**src/design/ptpm_pkg.sv**
```systemverilog
// Package for the pedal torque plausibility monitor.
// Holds shared widths, register indexes, controller states and the
// command and status structs. No dependencies.
`default_nettype none

package ptpm_pkg;

    localparam int SAMPLE_W   = 12;
    localparam int LIMIT_W    = 15;
    localparam int CFG_IDX_W  = 3;
    localparam int CFG_DATA_W = 12;
    localparam int DIV_STEPS  = LIMIT_W;
    localparam int CNT_W      = $clog2(DIV_STEPS);

    localparam int BRAKE_ACTIVE_LEVEL_DEF = 1000;
    localparam int ADC_BITS_DEF           = 12;

    // Register indexes of the configuration port
    typedef enum logic [CFG_IDX_W-1:0] {
        REG_PEDAL_ONE_START   = 3'd0,
        REG_PEDAL_ONE_END     = 3'd1,
        REG_PEDAL_TWO_START   = 3'd2,
        REG_PEDAL_TWO_END     = 3'd3,
        REG_PEDAL_ONE_FLOOR   = 3'd4,
        REG_PEDAL_ONE_CEILING = 3'd5,
        REG_PEDAL_TWO_FLOOR   = 3'd6,
        REG_PEDAL_TWO_CEILING = 3'd7
    } cfg_reg_t;

    // Controller states
    typedef enum logic [1:0] {
        ST_IDLE,
        ST_MUL,
        ST_DIV,
        ST_FINISH
    } state_t;

    // Commands from controller to datapath
    typedef struct packed {
        logic load_in;
        logic start_mul;
        logic div_step;
        logic load_out;
    } dp_cmd_t;

    // Status from datapath to controller
    typedef struct packed {
        logic div_last;
        logic out_free;
    } dp_status_t;

endpackage

`default_nettype wire

```
**src/design/ptpm_ctrl.sv**
```systemverilog
// Controller state machine of the pedal torque plausibility monitor.
// Sequences sample capture, multiply, divide and result load.
// Depends on ptpm_pkg.
`default_nettype none

module ptpm_ctrl (
    input  wire logic                 clk,
    input  wire logic                 rst_n,
    input  wire logic                 in_valid,
    output logic                      in_ready,
    input  wire ptpm_pkg::dp_status_t status,
    output ptpm_pkg::dp_cmd_t         cmd
);

    ptpm_pkg::state_t state_reg;
    ptpm_pkg::state_t state_next;

    // Hold the current state
    always_ff @(posedge clk or negedge rst_n)
    begin
        if (!rst_n)
        begin
            state_reg <= ptpm_pkg::ST_IDLE;
        end
        else
        begin
            state_reg <= state_next;
        end
    end

    // Advance through the sequence
    always_comb
    begin
        state_next = state_reg;
        case (state_reg)
            ptpm_pkg::ST_IDLE:
            begin
                if (in_valid)
                begin
                    state_next = ptpm_pkg::ST_MUL;
                end
            end
            ptpm_pkg::ST_MUL:
            begin
                state_next = ptpm_pkg::ST_DIV;
            end
            ptpm_pkg::ST_DIV:
            begin
                if (status.div_last)
                begin
                    state_next = ptpm_pkg::ST_FINISH;
                end
            end
            ptpm_pkg::ST_FINISH:
            begin
                if (status.out_free)
                begin
                    state_next = ptpm_pkg::ST_IDLE;
                end
            end
            default:
            begin
                state_next = ptpm_pkg::ST_IDLE;
            end
        endcase
    end

    // Drive datapath commands
    always_comb
    begin
        in_ready      = 1'b0;
        cmd           = '0;
        case (state_reg)
            ptpm_pkg::ST_IDLE:
            begin
                in_ready    = 1'b1;
                cmd.load_in = in_valid;
            end
            ptpm_pkg::ST_MUL:
            begin
                cmd.start_mul = 1'b1;
            end
            ptpm_pkg::ST_DIV:
            begin
                cmd.div_step = 1'b1;
            end
            ptpm_pkg::ST_FINISH:
            begin
                cmd.load_out = status.out_free;
            end
            default:
            begin
                in_ready = 1'b0;
            end
        endcase
    end

endmodule

`default_nettype wire

```
**src/design/ptpm_dp.sv**
```systemverilog
// Datapath of the pedal torque plausibility monitor: configuration
// registers, sample registers, torque multiplier, restoring divider,
// plausibility checks, fault latch and output register. Depends on ptpm_pkg.
`default_nettype none

module ptpm_dp #(
    parameter int BRAKE_ACTIVE_LEVEL = ptpm_pkg::BRAKE_ACTIVE_LEVEL_DEF,
    parameter int ADC_BITS           = ptpm_pkg::ADC_BITS_DEF
) (
    input  wire logic                              clk,
    input  wire logic                              rst_n,
    input  wire logic                              cfg_we,
    input  wire logic [ptpm_pkg::CFG_IDX_W-1:0]    cfg_index,
    input  wire logic [ptpm_pkg::CFG_DATA_W-1:0]   cfg_data,
    input  wire logic [ptpm_pkg::SAMPLE_W-1:0]     accel_one_sample,
    input  wire logic [ptpm_pkg::SAMPLE_W-1:0]     accel_two_sample,
    input  wire logic [ptpm_pkg::SAMPLE_W-1:0]     brake_sample,
    input  wire logic [ptpm_pkg::LIMIT_W-1:0]      torque_limit,
    input  wire ptpm_pkg::dp_cmd_t                 cmd,
    output ptpm_pkg::dp_status_t                   status,
    input  wire logic                              out_ready,
    output logic                                   out_valid,
    output logic [ptpm_pkg::LIMIT_W-1:0]           torque_request,
    output logic                                   brake_engaged,
    output logic                                   accel_plausible,
    output logic                                   brake_plausible,
    output logic                                   pedals_consistent,
    output logic                                   fault_latched
);

    localparam int SW   = ptpm_pkg::SAMPLE_W;
    localparam int LW   = ptpm_pkg::LIMIT_W;
    localparam int PW   = SW + LW;
    localparam int MW   = SW + 2;
    localparam int CW   = ptpm_pkg::CNT_W;

    localparam logic [SW-1:0] SAMPLE_MASK =
        (ADC_BITS >= SW) ? {SW{1'b1}} : SW'((1 << ADC_BITS) - 1);
    localparam logic [SW-1:0] BRAKE_LEVEL = SW'(BRAKE_ACTIVE_LEVEL);
    localparam logic [SW-1:0] BRAKE_LOW   = SW'(200);
    localparam logic [SW-1:0] BRAKE_HIGH  = SW'(4000);
    localparam logic [17:0]   RECIP_FIVE  = 18'd205;

    // Travel mark: start + (end - start) / 4 or / 20, truncating toward zero.
    // The twentieth is (|span| / 4) / 5, with / 5 as a multiply by 205 / 1024.
    function automatic logic signed [MW-1:0] travel_mark(
        input logic [SW-1:0] start,
        input logic [SW-1:0] stop,
        input logic          twentieth
    );
        logic signed [SW:0]   span;
        logic [SW-1:0]        mag;
        logic [SW-3:0]        q4;
        logic [17:0]          prod;
        logic [SW-3:0]        part;
        logic signed [MW-1:0] offs;
        span = $signed({1'b0, stop}) - $signed({1'b0, start});
        mag  = span[SW] ? SW'(-span) : span[SW-1:0];
        q4   = mag[SW-1:2];
        prod = 18'(q4) * RECIP_FIVE;
        part = twentieth ? (SW-2)'(prod[17:10]) : q4;
        offs = $signed({4'b0, part});
        if (span[SW])
        begin
            offs = -offs;
        end
        return $signed({2'b0, start}) + offs;
    endfunction

    // Configuration registers
    logic [SW-1:0] p1_start_reg, p1_end_reg, p2_start_reg, p2_end_reg;
    logic [SW-1:0] p1_floor_reg, p1_ceil_reg, p2_floor_reg, p2_ceil_reg;

    // Sample registers
    logic [SW-1:0] a1_reg, a2_reg, br_reg;
    logic [LW-1:0] lim_reg;

    // Divider and map registers
    logic [SW-1:0]        span_reg;
    logic [SW-1:0]        rem_reg;
    logic [LW-1:0]        shq_reg;
    logic [CW-1:0]        cnt_reg;
    logic                 zero_reg;
    logic                 clamp_reg;
    logic signed [MW-1:0] q1_reg, q2_reg, f1_reg, f2_reg;

    // Fault latch and output register
    logic          fault_reg;
    logic          fault_next;
    logic          out_valid_reg;
    logic [LW-1:0] torque_reg;
    logic          brake_on_reg, accel_ok_reg, brake_ok_reg, consistent_reg;

    // Combinational helpers
    logic [SW-1:0] diff;
    logic [SW-1:0] span_now;
    logic [PW-1:0] product;
    logic [SW:0]   trial;
    logic          trial_ge;
    logic [LW-1:0] torque_now;
    logic          brake_on, accel_ok, brake_ok, pressed, released, consistent;

    // Write configuration registers
    always_ff @(posedge clk or negedge rst_n)
    begin
        if (!rst_n)
        begin
            p1_start_reg <= '0;
            p1_end_reg   <= '1;
            p2_start_reg <= '0;
            p2_end_reg   <= '1;
            p1_floor_reg <= '0;
            p1_ceil_reg  <= '1;
            p2_floor_reg <= '0;
            p2_ceil_reg  <= '1;
        end
        else if (cfg_we)
        begin
            case (ptpm_pkg::cfg_reg_t'(cfg_index))
                ptpm_pkg::REG_PEDAL_ONE_START:   p1_start_reg <= cfg_data;
                ptpm_pkg::REG_PEDAL_ONE_END:     p1_end_reg   <= cfg_data;
                ptpm_pkg::REG_PEDAL_TWO_START:   p2_start_reg <= cfg_data;
                ptpm_pkg::REG_PEDAL_TWO_END:     p2_end_reg   <= cfg_data;
                ptpm_pkg::REG_PEDAL_ONE_FLOOR:   p1_floor_reg <= cfg_data;
                ptpm_pkg::REG_PEDAL_ONE_CEILING: p1_ceil_reg  <= cfg_data;
                ptpm_pkg::REG_PEDAL_TWO_FLOOR:   p2_floor_reg <= cfg_data;
                ptpm_pkg::REG_PEDAL_TWO_CEILING: p2_ceil_reg  <= cfg_data;
                default:                         p1_start_reg <= p1_start_reg;
            endcase
        end
    end

    // Capture the sample set, dropping bits above the converter width
    always_ff @(posedge clk)
    begin
        if (cmd.load_in)
        begin
            a1_reg  <= accel_one_sample & SAMPLE_MASK;
            a2_reg  <= accel_two_sample & SAMPLE_MASK;
            br_reg  <= brake_sample & SAMPLE_MASK;
            lim_reg <= torque_limit;
        end
    end

    // Scale the pedal offset by the limit; below span the quotient fits LW bits
    assign diff     = a1_reg - p1_start_reg;
    assign span_now = p1_end_reg - p1_start_reg;
    assign product  = PW'(diff) * PW'(lim_reg);

    // One restoring divider step
    assign trial    = {rem_reg, shq_reg[LW-1]};
    assign trial_ge = trial >= {1'b0, span_reg};

    always_ff @(posedge clk)
    begin
        if (cmd.start_mul)
        begin
            span_reg  <= span_now;
            rem_reg   <= product[PW-1:LW];
            shq_reg   <= product[LW-1:0];
            zero_reg  <= (p1_end_reg <= p1_start_reg) || (a1_reg <= p1_start_reg);
            clamp_reg <= diff >= span_now;
            q1_reg    <= travel_mark(p1_start_reg, p1_end_reg, 1'b0);
            q2_reg    <= travel_mark(p2_start_reg, p2_end_reg, 1'b0);
            f1_reg    <= travel_mark(p1_start_reg, p1_end_reg, 1'b1);
            f2_reg    <= travel_mark(p2_start_reg, p2_end_reg, 1'b1);
        end
        else if (cmd.div_step)
        begin
            rem_reg <= trial_ge ? SW'(trial - {1'b0, span_reg}) : trial[SW-1:0];
            shq_reg <= {shq_reg[LW-2:0], trial_ge};
        end
    end

    // Count divider steps
    always_ff @(posedge clk or negedge rst_n)
    begin
        if (!rst_n)
        begin
            cnt_reg <= '0;
        end
        else if (cmd.start_mul)
        begin
            cnt_reg <= '0;
        end
        else if (cmd.div_step)
        begin
            cnt_reg <= cnt_reg + CW'(1);
        end
    end

    assign status.div_last = cnt_reg == CW'(ptpm_pkg::DIV_STEPS - 1);
    assign status.out_free = !out_valid_reg || out_ready;

    // Select torque and evaluate the checks
    always_comb
    begin
        if (zero_reg)
        begin
            torque_now = '0;
        end
        else if (clamp_reg)
        begin
            torque_now = lim_reg;
        end
        else
        begin
            torque_now = shq_reg;
        end
        brake_on   = br_reg >= BRAKE_LEVEL;
        accel_ok   = (a1_reg >= p1_floor_reg) && (a1_reg <= p1_ceil_reg) &&
                     (a2_reg >= p2_floor_reg) && (a2_reg <= p2_ceil_reg);
        brake_ok   = (br_reg >= BRAKE_LOW) && (br_reg <= BRAKE_HIGH);
        pressed    = ($signed({2'b0, a1_reg}) > q1_reg) ||
                     ($signed({2'b0, a2_reg}) > q2_reg);
        released   = ($signed({2'b0, a1_reg}) < f1_reg) &&
                     ($signed({2'b0, a2_reg}) < f2_reg);
        consistent = !(pressed && brake_on);
        fault_next = fault_reg;
        if (consistent && released)
        begin
            fault_next = 1'b0;
        end
        if (!consistent || !brake_ok || !accel_ok)
        begin
            fault_next = 1'b1;
        end
    end

    // Update the fault latch and the output valid flag
    always_ff @(posedge clk or negedge rst_n)
    begin
        if (!rst_n)
        begin
            fault_reg     <= 1'b0;
            out_valid_reg <= 1'b0;
        end
        else if (cmd.load_out)
        begin
            fault_reg     <= fault_next;
            out_valid_reg <= 1'b1;
        end
        else if (out_ready)
        begin
            out_valid_reg <= 1'b0;
        end
    end

    // Load the result register
    always_ff @(posedge clk)
    begin
        if (cmd.load_out)
        begin
            torque_reg     <= torque_now;
            brake_on_reg   <= brake_on;
            accel_ok_reg   <= accel_ok;
            brake_ok_reg   <= brake_ok;
            consistent_reg <= consistent;
        end
    end

    assign out_valid         = out_valid_reg;
    assign torque_request    = torque_reg;
    assign brake_engaged     = brake_on_reg;
    assign accel_plausible   = accel_ok_reg;
    assign brake_plausible   = brake_ok_reg;
    assign pedals_consistent = consistent_reg;
    assign fault_latched     = fault_reg;

endmodule

`default_nettype wire

```
**src/design/pedal_torque_plausibility_monitor.sv**
```systemverilog
// Top level of the pedal torque plausibility monitor.
// Instantiates ptpm_ctrl and ptpm_dp; depends on ptpm_pkg.
//
// Each transfer on the input channel carries one sample set: two accelerator
// readings, a brake reading and a torque limit. The block answers with one
// result: accelerator one mapped linearly from its start..end calibration onto
// 0..limit (truncating, clamped), the brake-engaged flag, the range checks and
// the pedal-versus-brake check, plus a latched fault flag that any failed
// check sets and that clears only when both accelerators sit below five
// percent travel. An item goes from its input transfer through capture, the
// 12 x 15 bit multiply, the one-bit-per-cycle restoring divider and the load
// of the result register, which waits for a free output register, before the
// next input transfer is taken. The result register lets the next sample set
// be taken while a result still waits. Calibration must keep end above start;
// write the configuration registers only while the block is idle.
`default_nettype none

module pedal_torque_plausibility_monitor #(
    parameter int BRAKE_ACTIVE_LEVEL = ptpm_pkg::BRAKE_ACTIVE_LEVEL_DEF,
    parameter int ADC_BITS           = ptpm_pkg::ADC_BITS_DEF
) (
    input  wire logic                            clk,
    input  wire logic                            rst_n,
    input  wire logic                            cfg_we,
    input  wire logic [ptpm_pkg::CFG_IDX_W-1:0]  cfg_index,
    input  wire logic [ptpm_pkg::CFG_DATA_W-1:0] cfg_data,
    input  wire logic                            in_valid,
    output logic                                 in_ready,
    input  wire logic [ptpm_pkg::SAMPLE_W-1:0]   accel_one_sample,
    input  wire logic [ptpm_pkg::SAMPLE_W-1:0]   accel_two_sample,
    input  wire logic [ptpm_pkg::SAMPLE_W-1:0]   brake_sample,
    input  wire logic [ptpm_pkg::LIMIT_W-1:0]    torque_limit,
    output logic                                 out_valid,
    input  wire logic                            out_ready,
    output logic [ptpm_pkg::LIMIT_W-1:0]         torque_request,
    output logic                                 brake_engaged,
    output logic                                 accel_plausible,
    output logic                                 brake_plausible,
    output logic                                 pedals_consistent,
    output logic                                 fault_latched
);

    ptpm_pkg::dp_cmd_t    cmd;
    ptpm_pkg::dp_status_t status;

    ptpm_ctrl u_ctrl (
        .clk      (clk),
        .rst_n    (rst_n),
        .in_valid (in_valid),
        .in_ready (in_ready),
        .status   (status),
        .cmd      (cmd)
    );

    ptpm_dp #(
        .BRAKE_ACTIVE_LEVEL (BRAKE_ACTIVE_LEVEL),
        .ADC_BITS           (ADC_BITS)
    ) u_dp (
        .clk               (clk),
        .rst_n             (rst_n),
        .cfg_we            (cfg_we),
        .cfg_index         (cfg_index),
        .cfg_data          (cfg_data),
        .accel_one_sample  (accel_one_sample),
        .accel_two_sample  (accel_two_sample),
        .brake_sample      (brake_sample),
        .torque_limit      (torque_limit),
        .cmd               (cmd),
        .status            (status),
        .out_ready         (out_ready),
        .out_valid         (out_valid),
        .torque_request    (torque_request),
        .brake_engaged     (brake_engaged),
        .accel_plausible   (accel_plausible),
        .brake_plausible   (brake_plausible),
        .pedals_consistent (pedals_consistent),
        .fault_latched     (fault_latched)
    );

    // The block is busy right after taking a sample set
    a_busy_after_transfer: assert property (
        @(posedge clk) disable iff (!rst_n)
        (in_valid && in_ready) |=> !in_ready
    ) else $error("input taken again right after a transfer");

    // A clear fault flag means every check of that result passed
    a_fault_covers_checks: assert property (
        @(posedge clk) disable iff (!rst_n)
        (out_valid && !fault_latched) |->
            (accel_plausible && brake_plausible && pedals_consistent)
    ) else $error("fault flag clear with a failed check");

    // A pedal conflict needs the brake to be engaged
    a_conflict_needs_brake: assert property (
        @(posedge clk) disable iff (!rst_n)
        (out_valid && !pedals_consistent) |-> brake_engaged
    ) else $error("pedal conflict reported without brake");

    // A result is loaded only into a free output register
    a_load_into_free_slot: assert property (
        @(posedge clk) disable iff (!rst_n)
        cmd.load_out |-> status.out_free
    ) else $error("result loaded over a waiting result");

endmodule

`default_nettype wire
```
**config.mk**
```make
export PLATFORM = sky130hd
export DESIGN_NAME = pedal_torque_plausibility_monitor
export DESIGN_NICKNAME = d
export VERILOG_FILES = /design/src/design/ptpm_pkg.sv /design/src/design/ptpm_ctrl.sv /design/src/design/ptpm_dp.sv /design/src/design/pedal_torque_plausibility_monitor.sv
export SDC_FILE = /design/constraint.sdc
export NUM_CORES = 1
export LEC_CHECK = 0
export BUFFER_PORTS_ARGS = -buffer_cell sky130_fd_sc_hd__buf_2
export CORE_MARGIN = 4
export CORE_UTILIZATION = 59
export CTS_CLUSTER_DIAMETER = 80
export DETAILED_ROUTE_END_ITERATION = 12
export PLACE_DENSITY = 0.76
export REMOVE_ABC_BUFFERS = 1
export SLEW_MARGIN = 20
export SYNTH_ARGS = -nofsm -noshare
export SYNTH_HDL_FRONTEND = slang
export SYNTH_SLANG_ARGS = --single-unit
```
**constraint.sdc**
```tcl
create_clock -name clk -period 11.3 [get_ports clk]
set_input_delay 1.695 -clock clk [delete_from_list [all_inputs] [get_ports clk]]
set_output_delay 1.695 -clock clk [all_outputs]
set_load 0.02 [all_outputs]
```
==> metrics.cfg <==
[status]
status = completed

[die]
core_area_sq_mm = 0.0445
die_height_um = 221
initial_core_util_pct = 60.0
dieArea_sq_mm = 0.0488
boundaryPins = 93
fp-row-count = 77
fp.dieW_um = 221

[setup_path]
critPathMostFrequentCell = o21ai_0
cp-end-kind = register
r2r-end = u_dp.f1_reg[13]$_DFFE_PP_
reg2reg_from = u_dp.p1_start_reg[1]$_DFFE_PN0P_
slowest_delay_ns = 0.76
slowest_stage = xnor2_1
reg2reg_depth = 34
cp-start-kind = register
required_ns = 11.61
cp.arrival_ns = 10.54
regToRegSetupSlack_ns = 1.07
path_max_fanout = 6
critPathKind = register to register

[timing]
drv_slew = 0
hold_viol = 0
clock_skew_ns = 0.0128
finalSetupViolations = 0
tns_ns = 0
worst_pin_slew_ns = 1.10
period_needed_ns = 10.23
rsz0062_at_grt = no
timing.final.crit_share_pct = 90.5
max_freq_mhz = 97.8
max_slew_margin_pct = 25.7

[cts]
cts.clk_slew.worst_paths_ns = 0.07
cts.path.max_buffers = 3
cts_buffers = 30
cts_setup_buffers = 0
clkLatencyLatePin_ns = 0.57
htreeDepth = 1
cts.sinks = 271
ctsResizeCount = 0
tritoncts = built
holdBufCountCts = 0
cts-root-buf = clkbuf_16

[grt]
antenna_found_initial = 1
grt_max_degree = 64
grt_overflow_total = 0
grt_pass1_vias = 21000
grt_pass1_wl_mm = 109
track_usage_pct = 27.3

[place]
dp_cells = 3378
dpl_cell_area_sq_mm = 0.0279
place_hpwl_mm = 52.3
gp_congestion = 0.943
port_buffers = 92

[drt]
dr_wl_met3_mm = 4.69
highest_layer = met5
drc = 0
antenna_left = 0
drtPass1Iterations = 5
drt_iter0_markers = 1416
dr_wl_met2_mm = 31.3
wl_mm = 67.0
met1_length_mm = 29.0
avgViaCountPerCell = 5.87
wire_per_inst_um = 19.5
via_count = 20100

[logic_synthesis]
synth.area.top_cells = edfxtp_1, ha_1, fa_1, inv_1, dfrtp_1
ys_warn_count = 0
synth-async-reset-ratio_pct = 38.4
synthCells = 2732
ys_ff_latch = 271
yosys.area.top_type_share_pct = 18.8
synth_edf_count = 167
synth.avg_cell_area_sq_um = 9.78
syn_area_sq_mm = 0.0267
netlist-cell-type-count = 84
synthFlopType = edfxtp_1
yosys.area.top_type = edfxtp_1
ys_seq_area_share_pct = 28.7

[finish]
area_growth_pct = 7.94
stdcell_count = 3434
fin_nets = 3436
drive_above_1_share_pct = 11.1
fin_area_sq_mm = 0.0288
num_antenna_cells = 0

[hold_path]
hold_class = register to register
hold_start = u_dp.p2_floor_reg[4]$_DFFE_PN0P_
holdPathEnd = u_dp.p2_floor_reg[4]$_DFFE_PN0P_
holdPathStages = 1

[job]
maxCapViolCount = 0

[routing by layer]
layer  GRT usage (%)  vias to the layer above
met5               0                        -
met4            7.69                        2
met3            4.03                      140
met2            45.3                      675
met1            37.8                     9854
li1                -                     9475
[cells by family (layout without fill, tap and decap cells)]
kind of cell,after synthesis,after routing,share of synthesized area (%)
mux,116,116,4.71
simple gates,664,664,12.1
flops,271,271,28.7
compound gates,483,483,11.8
xor+xnor,157,157,5.28
fa+ha+maj,547,547,30.3
buf+inv,494,604,6.95
[cells in the mapped netlist (7+ instances only)]
cell / number
a211oi_1: 8
or3_1: 11
xor2_1: 45
edfxtp_1: 167
nand4_1: 26
nand3_1: 37
nor3b_1: 10
o21ai_0: 112
dfstp_2: 48
nor2_1: 121
o21bai_1: 13
mux2_2: 78
a21oi_1: 116
and3_1: 12
o2111ai_1: 7
clkbuf_1: 49
a21boi_0: 13
o31ai_1: 19
inv_1: 433
dfrtp_1: 56
o21a_1: 26
a21o_1: 70
nand2b_1: 41
o211ai_1: 10
buf_1: 7
fa_1: 168
and2_1: 68
nor3_1: 29
nor2b_1: 28
ha_1: 379
or2_2: 9
a31oi_1: 23
mux2i_1: 38
xnor2_1: 108
nand2_1: 238
[worst max path at each step]
| stage | from | end | slack (ns) | cells after the start |
|---|---|---|---|---|
| 6_report | u_dp.p1_start_reg[1]$_DFFE_PN0P_ | u_dp.f1_reg[13]$_DFFE_PP_ | 1.07 | 34 |
| 5_1_grt | u_dp.p1_start_reg[0]$_DFFE_PN0P_ | u_dp.f1_reg[13]$_DFFE_PP_ | 0.39 | 42 |
| 4_1_cts | u_dp.p1_start_reg[0]$_DFFE_PN0P_ | u_dp.f1_reg[13]$_DFFE_PP_ | 1.22 | 40 |
| 3_5_place_dp | u_dp.p1_start_reg[0]$_DFFE_PN0P_ | u_dp.f1_reg[13]$_DFFE_PP_ | 1.26 | 40 |
| 3_3_place_gp | u_dp.p1_start_reg[1]$_DFFE_PN0P_ | u_dp.f1_reg[13]$_DFFE_PP_ | 1.35 | 34 |
| 2_1_floorplan | u_dp.p2_end_reg[0]$_DFFE_PN1P_ | u_dp.f2_reg[13]$_DFFE_PP_ | 1.92 | 34 |
[area by class of cell]
| class | count | area [sq um] |
|---|---|---|
| Clock inverter | 17 | 140 |
| Inverter | 435 | 1630 |
| Multi-Input combinational cell | 1967 | 17200 |
| Fill cell | 3528 | 15700 |
| Tap cell | 592 | 741 |
| Sequential cell | 271 | 7680 |
| Clock buffer | 39 | 806 |
| Timing Repair Buffer | 113 | 621 |
[through the flow]
step                      hold slack, ns  utilization [%]  setup slack, ns
after floorplan                    0.479                -             1.92
after global placement             0.488             62.7             1.35
after detailed placement           0.494             62.7             1.26
after CTS                          0.508             64.8             1.22
after global routing               0.531             64.8            0.386
final                              0.505             64.8             1.07
[placed cells by master, fill, tap and decap left out, types with 13 or more instances in the layout]
cell | netlist | routed
a21boi_0 | 13 | 13
a21o_1 | 70 | 70
a21oi_1 | 116 | 116
a31oi_1 | 23 | 23
and2_1 | 68 | 67
buf_2 | 3 | 91
buf_4 | 0 | 22
clkbuf_16 | 0 | 31
dfrtp_1 | 56 | 56
dfstp_2 | 48 | 48
edfxtp_1 | 167 | 167
fa_1 | 168 | 168
ha_1 | 379 | 378
inv_1 | 433 | 433
mux2_2 | 78 | 78
mux2i_1 | 38 | 38
nand2_1 | 238 | 238
nand2b_1 | 41 | 41
nand3_1 | 37 | 37
nand4_1 | 26 | 26
nor2_1 | 121 | 121
nor2b_1 | 28 | 28
nor3_1 | 29 | 27
o21a_1 | 26 | 26
o21ai_0 | 112 | 111
o21bai_1 | 13 | 13
o31ai_1 | 19 | 19
xnor2_1 | 108 | 108
xor2_1 | 45 | 45
[critical path: cells and delay by family (launching register included)]
kind,cells,cell delay (ns)
simple gates,3,0.78
fa+ha+maj,6,2.38
xor+xnor,4,2.12
flops,1,0.53
buf+inv,5,0.68
compound gates,16,3.43
Power is not shown: default switching activity piles up to over one toggle a cycle in this logic, so the estimate is an artifact.
